==> src/rtl/lir_pkg.sv <==
// Package for the linear interpolation resampler: widths, register indexes,
// and the command/status structs between controller and datapath.
// No dependencies.
package lir_pkg;

    localparam int SAMPLE_W  = 16;
    localparam int STEP_W    = 19;
    localparam int POS_W     = 20;
    localparam int FRAC_W    = 15;
    localparam int MAX_OUTS  = 64;
    localparam int CNT_W     = 7;
    localparam int CFG_IDX_W = 1;
    localparam int CFG_W     = 19;

    localparam logic [POS_W-1:0]    ONE_POS    = 20'h10000;
    localparam logic [STEP_W-1:0]   STEP_RESET = 19'h10000;
    localparam logic [FRAC_W-1:0]   FRAC_ONES  = 15'h7FFF;

    localparam logic [CFG_IDX_W-1:0] REG_STEP = 1'b0;
    localparam logic [CFG_IDX_W-1:0] REG_PASS = 1'b1;

    typedef struct packed {
        logic load_in;
        logic pass_load;
        logic mul;
        logic emit;
        logic commit;
    } lir_cmd_t;

    typedef struct packed {
        logic pass_through;
        logic pos_int_nz;
        logic cap_hit;
        logic slot_free;
    } lir_stat_t;

endpackage

==> src/rtl/lir_datapath.sv <==
// Datapath of the resampler: configuration, position, delay line,
// products and output register. Depends on lir_pkg.
module lir_datapath (
    input  logic                              clk,
    input  logic                              rst_n,
    input  logic                              cfg_we,
    input  logic [lir_pkg::CFG_IDX_W-1:0]     cfg_index,
    input  logic [lir_pkg::CFG_W-1:0]         cfg_data,
    input  logic signed [lir_pkg::SAMPLE_W-1:0] sample_in,
    input  lir_pkg::lir_cmd_t                 cmd,
    output lir_pkg::lir_stat_t                stat,
    output logic                              out_valid,
    input  logic                              out_ready,
    output logic signed [lir_pkg::SAMPLE_W-1:0] sample_out,
    output logic                              last_of_run
);
    import lir_pkg::*;

    logic [STEP_W-1:0]          step_reg;
    logic                       pass_reg;
    logic [POS_W-1:0]           pos_reg, pos_next;
    logic [CNT_W-1:0]           cnt_reg;
    logic signed [SAMPLE_W-1:0] sample_reg;
    logic signed [SAMPLE_W-1:0] dly0_reg, dly1_reg, dly2_reg;
    logic signed [2*SAMPLE_W-1:0] prod2_reg, prod1_reg;
    logic                       out_valid_reg;
    logic signed [SAMPLE_W-1:0] sample_out_reg;
    logic                       last_reg;

    logic [FRAC_W-1:0]          frac;
    logic signed [SAMPLE_W-1:0] w1, w2;
    logic [POS_W-1:0]           pos_adv;
    logic signed [2*SAMPLE_W:0] sum;
    logic                       last_next;

    assign frac    = pos_reg[FRAC_W:1];
    assign w1      = $signed({1'b0, frac});
    assign w2      = $signed({1'b0, frac ^ FRAC_ONES});
    assign pos_adv = pos_reg + {1'b0, step_reg};
    assign sum     = $signed({prod2_reg[2*SAMPLE_W-1], prod2_reg})
                   + $signed({prod1_reg[2*SAMPLE_W-1], prod1_reg});
    assign last_next = (pos_adv[POS_W-1:16] != '0) || (cnt_reg == CNT_W'(MAX_OUTS - 1));

    // Take one off the integer part once the run is over; keep the position if the cap cut the run
    always_comb
    begin
        pos_next = pos_reg;
        if (pos_reg[POS_W-1:16] != '0)
        begin
            pos_next = pos_reg - ONE_POS;
        end
        pos_next = {1'b0, pos_next[STEP_W-1:0]};
    end

    assign stat.pass_through = pass_reg;
    assign stat.pos_int_nz   = (pos_reg[POS_W-1:16] != '0);
    assign stat.cap_hit      = (cnt_reg == CNT_W'(MAX_OUTS));
    assign stat.slot_free    = !out_valid_reg || out_ready;

    always_ff @(posedge clk or negedge rst_n)
    begin
        if (!rst_n)
        begin
            step_reg      <= STEP_RESET;
            pass_reg      <= 1'b0;
            pos_reg       <= '0;
            cnt_reg       <= '0;
            dly0_reg      <= '0;
            dly1_reg      <= '0;
            dly2_reg      <= '0;
            out_valid_reg <= 1'b0;
        end
        else
        begin
            if (cfg_we)
            begin
                case (cfg_index)
                    REG_STEP: step_reg <= cfg_data[STEP_W-1:0];
                    REG_PASS: pass_reg <= cfg_data[0];
                    default:  ;
                endcase
            end
            if (cmd.load_in)
            begin
                cnt_reg <= '0;
            end
            if (cmd.emit)
            begin
                cnt_reg <= cnt_reg + CNT_W'(1);
                pos_reg <= pos_adv;
            end
            if (cmd.commit)
            begin
                pos_reg  <= pos_next;
                dly0_reg <= sample_reg;
                dly1_reg <= dly0_reg;
                dly2_reg <= dly1_reg;
            end
            if (cmd.emit || cmd.pass_load)
            begin
                out_valid_reg <= 1'b1;
            end
            else if (out_ready)
            begin
                out_valid_reg <= 1'b0;
            end
        end
    end

    always_ff @(posedge clk)
    begin
        if (cmd.load_in)
        begin
            sample_reg <= sample_in;
        end
        if (cmd.mul)
        begin
            prod2_reg <= dly2_reg * w2;
            prod1_reg <= dly1_reg * w1;
        end
        if (cmd.emit)
        begin
            sample_out_reg <= sum[FRAC_W+SAMPLE_W-1:FRAC_W];
            last_reg       <= last_next;
        end
        else if (cmd.pass_load)
        begin
            sample_out_reg <= sample_reg;
            last_reg       <= 1'b1;
        end
    end

    assign out_valid   = out_valid_reg;
    assign sample_out  = sample_out_reg;
    assign last_of_run = last_reg;

endmodule

==> src/rtl/lir_ctrl.sv <==
// Controller of the resampler: sequences input capture, output run and
// commit. Depends on lir_pkg.
module lir_ctrl (
    input  logic               clk,
    input  logic               rst_n,
    input  logic               in_valid,
    output logic               in_ready,
    input  lir_pkg::lir_stat_t stat,
    output lir_pkg::lir_cmd_t  cmd
);
    import lir_pkg::*;

    typedef enum logic [2:0] {
        ST_IDLE  = 3'b001,
        ST_CHECK = 3'b010,
        ST_EMIT  = 3'b100
    } lir_state_t;

    lir_state_t state_reg, state_next;

    always_comb
    begin
        state_next = state_reg;
        cmd        = '0;
        in_ready   = 1'b0;
        case (state_reg)
            ST_IDLE:
            begin
                in_ready = 1'b1;
                if (in_valid)
                begin
                    cmd.load_in = 1'b1;
                    state_next  = ST_CHECK;
                end
            end
            ST_CHECK:
            begin
                if (stat.pass_through)
                begin
                    if (stat.slot_free)
                    begin
                        cmd.pass_load = 1'b1;
                        state_next    = ST_IDLE;
                    end
                end
                else if (stat.pos_int_nz || stat.cap_hit)
                begin
                    cmd.commit = 1'b1;
                    state_next = ST_IDLE;
                end
                else
                begin
                    cmd.mul    = 1'b1;
                    state_next = ST_EMIT;
                end
            end
            ST_EMIT:
            begin
                if (stat.slot_free)
                begin
                    cmd.emit   = 1'b1;
                    state_next = ST_CHECK;
                end
            end
            default:
            begin
                state_next = ST_IDLE;
            end
        endcase
    end

    always_ff @(posedge clk or negedge rst_n)
    begin
        if (!rst_n)
        begin
            state_reg <= ST_IDLE;
        end
        else
        begin
            state_reg <= state_next;
        end
    end

endmodule

==> src/rtl/linear_interp_resampler.sv <==
// Top level of the linear interpolation resampler.
// Depends on lir_pkg, lir_ctrl and lir_datapath.
//
// Usage:
//   Input channel (in_valid/in_ready, sample_in) takes one signed 16-bit
//   sample per transaction. Output channel (out_valid/out_ready) returns
//   zero or more interpolated samples per input; last_of_run marks the
//   final one of each run. In pass-through mode each input comes back as
//   one output, unchanged, with last_of_run set.
//   Configuration: cfg_we writes cfg_data into register cfg_index at the
//   clock edge (index 0: 3.16 step, index 1: pass-through). Write only
//   while the block is idle.
// Sequence:
//   One input at a time. An input is accepted, then its position is tested;
//   each output then takes a multiply step (the two products) and an emit
//   step (sum and load the output register), which waits while the output
//   slot is busy. A last test commits the position and the delay line. In
//   pass-through the input is loaded into the output register at the test.
//   The multiply stage and the single output register shape this sequence.
// Reset and stall:
//   Reset clears position, delay line and output valid, and loads step
//   with 1.0 and pass-through off. A stalled receiver holds the output
//   register; the run pauses until the slot frees.
module linear_interp_resampler (
    input  logic                                clk,
    input  logic                                rst_n,
    input  logic                                in_valid,
    output logic                                in_ready,
    input  logic signed [lir_pkg::SAMPLE_W-1:0] sample_in,
    output logic                                out_valid,
    input  logic                                out_ready,
    output logic signed [lir_pkg::SAMPLE_W-1:0] sample_out,
    output logic                                last_of_run,
    input  logic                                cfg_we,
    input  logic [lir_pkg::CFG_IDX_W-1:0]       cfg_index,
    input  logic [lir_pkg::CFG_W-1:0]           cfg_data
);
    import lir_pkg::*;

    // Commands from controller, status back from datapath
    lir_cmd_t  cmd;
    lir_stat_t stat;

    lir_ctrl u_ctrl (
        .clk      (clk),
        .rst_n    (rst_n),
        .in_valid (in_valid),
        .in_ready (in_ready),
        .stat     (stat),
        .cmd      (cmd)
    );

    lir_datapath u_datapath (
        .clk         (clk),
        .rst_n       (rst_n),
        .cfg_we      (cfg_we),
        .cfg_index   (cfg_index),
        .cfg_data    (cfg_data),
        .sample_in   (sample_in),
        .cmd         (cmd),
        .stat        (stat),
        .out_valid   (out_valid),
        .out_ready   (out_ready),
        .sample_out  (sample_out),
        .last_of_run (last_of_run)
    );

endmodule

==> config.mk <==
export PLATFORM = sky130hd
export DESIGN_NAME = linear_interp_resampler
export DESIGN_NICKNAME = d
export VERILOG_FILES = /design/src/rtl/lir_pkg.sv /design/src/rtl/lir_datapath.sv /design/src/rtl/lir_ctrl.sv /design/src/rtl/linear_interp_resampler.sv
export SDC_FILE = /design/constraint.sdc
export NUM_CORES = 2
export LEC_CHECK = 0
export BUFFER_PORTS_ARGS = -buffer_cell sky130_fd_sc_hd__buf_2
export CAP_MARGIN = 20
export CELL_PAD_IN_SITES_DETAIL_PLACEMENT = 0
export CELL_PAD_IN_SITES_GLOBAL_PLACEMENT = 1
export CORE_MARGIN = 2
export CORE_UTILIZATION = 57
export DETAILED_ROUTE_END_ITERATION = 7
export GPL_TIMING_DRIVEN = 0
export PLACE_DENSITY = 0.91
export SETUP_SLACK_MARGIN = 0.5
export SYNTH_ARGS = -nofsm -noshare
export SYNTH_HDL_FRONTEND = slang
export SYNTH_SLANG_ARGS = --single-unit
==> constraint.sdc <==
create_clock -name clk -period 19.8 [get_ports clk]
set_clock_uncertainty 0.05 [all_clocks]
set_input_delay 1.98 -clock clk [delete_from_list [all_inputs] [get_ports clk]]
set_output_delay 1.98 -clock clk [all_outputs]
set_load 0.005 [all_outputs]
==> flow_summary.ini <==
[status]
status = finished clean

[floorplanning]
start_util_pct = 57.8
core_area_mm2 = 0.0477
die_h_um = 224
ios = 60
row_count = 80
dieArea_mm2 = 0.0502
die_x_um = 224

[critical_path]
reg2reg_setup_slack_ns = 11.82
end_kind = flop
rr_startpoint = u_datapath.dly1_reg[15]$_DFFE_PN0P_
timing.rr.end = u_datapath.prod1_reg[30]$_DFFE_PP_
worstPathRequired_ns = 19.96
path_class = reg -> reg
reg2reg_depth = 20
critPathLaunchType = flop
cp.arrival_ns = 8.14
critPathMaxFanout = 10

[place]
dp_hpwl_um = 60400
dp_cells = 3425
io_buffers = 59
gp_congestion = 0.979

[hold_path]
min_from = u_datapath.pos_reg[0]$_DFFE_PN0P_
holdPathStages = 2
hp-class = reg -> reg
holdPathEnd = u_datapath.pos_reg[0]$_DFFE_PN0P_

[clock_network]
clockBufferDepth = 2
cts_made_buffers = 17
cts.sinks = 194
cts.repair_timing.setup_buffer_count = 0
clockRootBuffer = clkbuf_16
clk_pin_slew_ns = 0.08
hold_buffers = 0
ctsHtreeMaxLevel = 4
clk_latency_ns = 0.46
cts_resized = 0
cts_tree = done

[drt]
dr_total_vias = 19900
first_iter_violations = 1637
wirelength_um = 74400
viasPerCell = 5.75
ant_nets = 0
dr.pass1.iters = 5
post-route-drc-count = 0
wl_per_cell_um = 21.5

[global_routing]
use_met2_pct = 49.8
grt_start_max_net_pins = 66
gr-max-usage-layer = met2
grt_usage_pct = 31.3
antenna_found_initial = 4
grt_pass1_vias = 21000
gr-usage-met1_pct = 42.7
grt_pass1_wl_um = 118000
grt-ovfl-total = 0
gr-usage-met3_pct = 5.30

[synthesis]
netlist_area_mm2 = 0.0276
syn_nets = 3480
synth_cell_types = 73
synth_edf_count = 95
yosysWarnings = 0
async_reset_ff_share_pct = 51.0
syn_area_per_cell_um2 = 10.0
ys.flop_type = dfrtp_1
yosysSeqAreaShare_pct = 19.3
synth-seq-cells = 194
synth_cells = 2747

[timing]
period_needed_ns = 7.98
slew_headroom_pct = 21.9
grt_setup_unrepaired = false
hold_viol_final = 0
drv_slew = 0
fin_hold_ws_ns = 0.445
final-setup-viol-count = 0
timing.final.crit_share_pct = 40.3
tns_ns = 0
fmax_mhz = 125
tightest_slew_ns = 1.17

[layout]
syn2layout_area_growth_pct = 6.31
layout.nets = 3562
fin_util_pct = 61.4
antennaDiodeCount = 0
stdcell_count = 3457
drive_above_1_share_pct = 6.40

[job]
cap_viol_max_count = 0
==> how the worst max path moves through the flow <==
| stage | endpoint | start |
|---|---|---|
| after floorplan | u_datapath.prod1_reg[30]$_DFFE_PP_ | u_datapath.dly1_reg[15]$_DFFE_PN0P_ |
| after global placement | u_datapath.prod1_reg[30]$_DFFE_PP_ | u_datapath.pos_reg[2]$_DFFE_PN0P_ |
| after detailed placement | u_datapath.prod1_reg[30]$_DFFE_PP_ | u_datapath.pos_reg[2]$_DFFE_PN0P_ |
| after CTS | u_datapath.prod1_reg[30]$_DFFE_PP_ | u_datapath.pos_reg[2]$_DFFE_PN0P_ |
| after global routing | u_datapath.prod1_reg[30]$_DFFE_PP_ | u_datapath.dly1_reg[15]$_DFFE_PN0P_ |
| final | u_datapath.prod1_reg[30]$_DFFE_PP_ | u_datapath.dly1_reg[15]$_DFFE_PN0P_ |
==> synth_stat cells (5+ instances only) <==
master / count / area, µm²
nor2b_1: 122 / 763
clkbuf_1: 86 / 323
nand4_1: 9 / 56.3
nor3_1: 22 / 110
o21a_1: 16 / 120
o21ai_1: 13 / 65.1
nand2_1: 201 / 754
mux2_2: 68 / 766
o211ai_1: 7 / 52.6
a21o_1: 39 / 293
dfrtp_1: 97 / 2430
a211o_1: 5 / 43.8
or3_1: 9 / 56.3
ha_1: 209 / 2620
fa_1: 483 / 9670
inv_1: 574 / 2150
o31ai_1: 13 / 97.6
nand3_1: 19 / 95.1
and3_1: 6 / 37.5
buf_1: 9 / 33.8
o21bai_1: 11 / 82.6
nor2_1: 58 / 218
o2111ai_1: 5 / 43.8
nand2b_1: 130 / 813
and2_1: 124 / 776
a31oi_1: 9 / 56.3
edfxtp_1: 95 / 2850
o21ai_0: 54 / 270
xnor2_1: 56 / 490
a21oi_1: 78 / 390
a211oi_1: 15 / 113
xor2_1: 31 / 272
==> layer usage <==
layer / wire length (µm) / part of all wire (%)
met2: 34800 / 47
met1: 30500 / 41
met3: 5480 / 7.4
met5: 23 / 0.031
met4: 3640 / 4.9
==> layout by cell type (no fill, tap or decap), drive strengths merged, types with 7 or more instances in the layout <==
cell and instances:
inv 581, xnor2 56, o21bai 11, o211ai 7
dfrtp 97, xor2 31, ha 209, nor2b 122
a31oi 9, o21a 16, fa 483, o21ai 67
and2 125, nand2b 130, nand4 9, buf 74
o31ai 13, nor3 22, nor2 58, nand3 21
a211oi 17, a21oi 78, a21o 39, nand2 201
mux2 68, clkbuf 104, or3 9, edfxtp 95
==> critical path, cell delays in order, from the launching register on <==
cell       delay [ns]
dfrtp_1          0.66
clkbuf_1         0.50
nand2_1          0.27
fa_1             0.75
inv_1            0.17
fa_1             0.49
fa_1             0.45
fa_1             0.52
fa_1             0.54
inv_1            0.05
fa_1             0.48
inv_1            0.04
ha_1             0.36
a21o_1           0.19
a21o_1           0.18
a2111oi_2        0.55
nor2_1           0.12
o41ai_2          0.68
o2111ai_1        0.24
a21oi_1          0.33
xnor2_1          0.10
==> cell families after synthesis <==
| kind of cell | count (synthesis) | share of synthesized area (%) |
|---|---|---|
| and+or+nand+nor | 721 | 14.0 |
| xor gates and xnor gates | 87 | 2.76 |
| DFF | 194 | 19.3 |
| adders and majority gates | 692 | 44.5 |
| muxes | 72 | 2.92 |
| buffers and inverters | 673 | 9.16 |
| AOI/OAI and AO/OA | 308 | 7.37 |
==> cell type report <==
class,count,area (µm²)
multi-input combinational,1880,19700
sequential,194,5330
timing repair buffer,63,365
inverter,576,2160
tap,615,769
fill,3947,18400
clock inverter,14,166
buffer,97,367
clock buffer,18,429
==> metrics by stage <==
stage	instance area [µm²]	setup WS (ns)
after floorplan	27600	13.42
after detailed placement	28700	11.95
after global routing	29300	11.44
final	29300	11.82
after CTS	29300	11.93
after global placement	28700	12.06
Power is left out: the tool's default activity adds up to more than one toggle a clock period on the data nets, which glitch-free logic cannot reach.
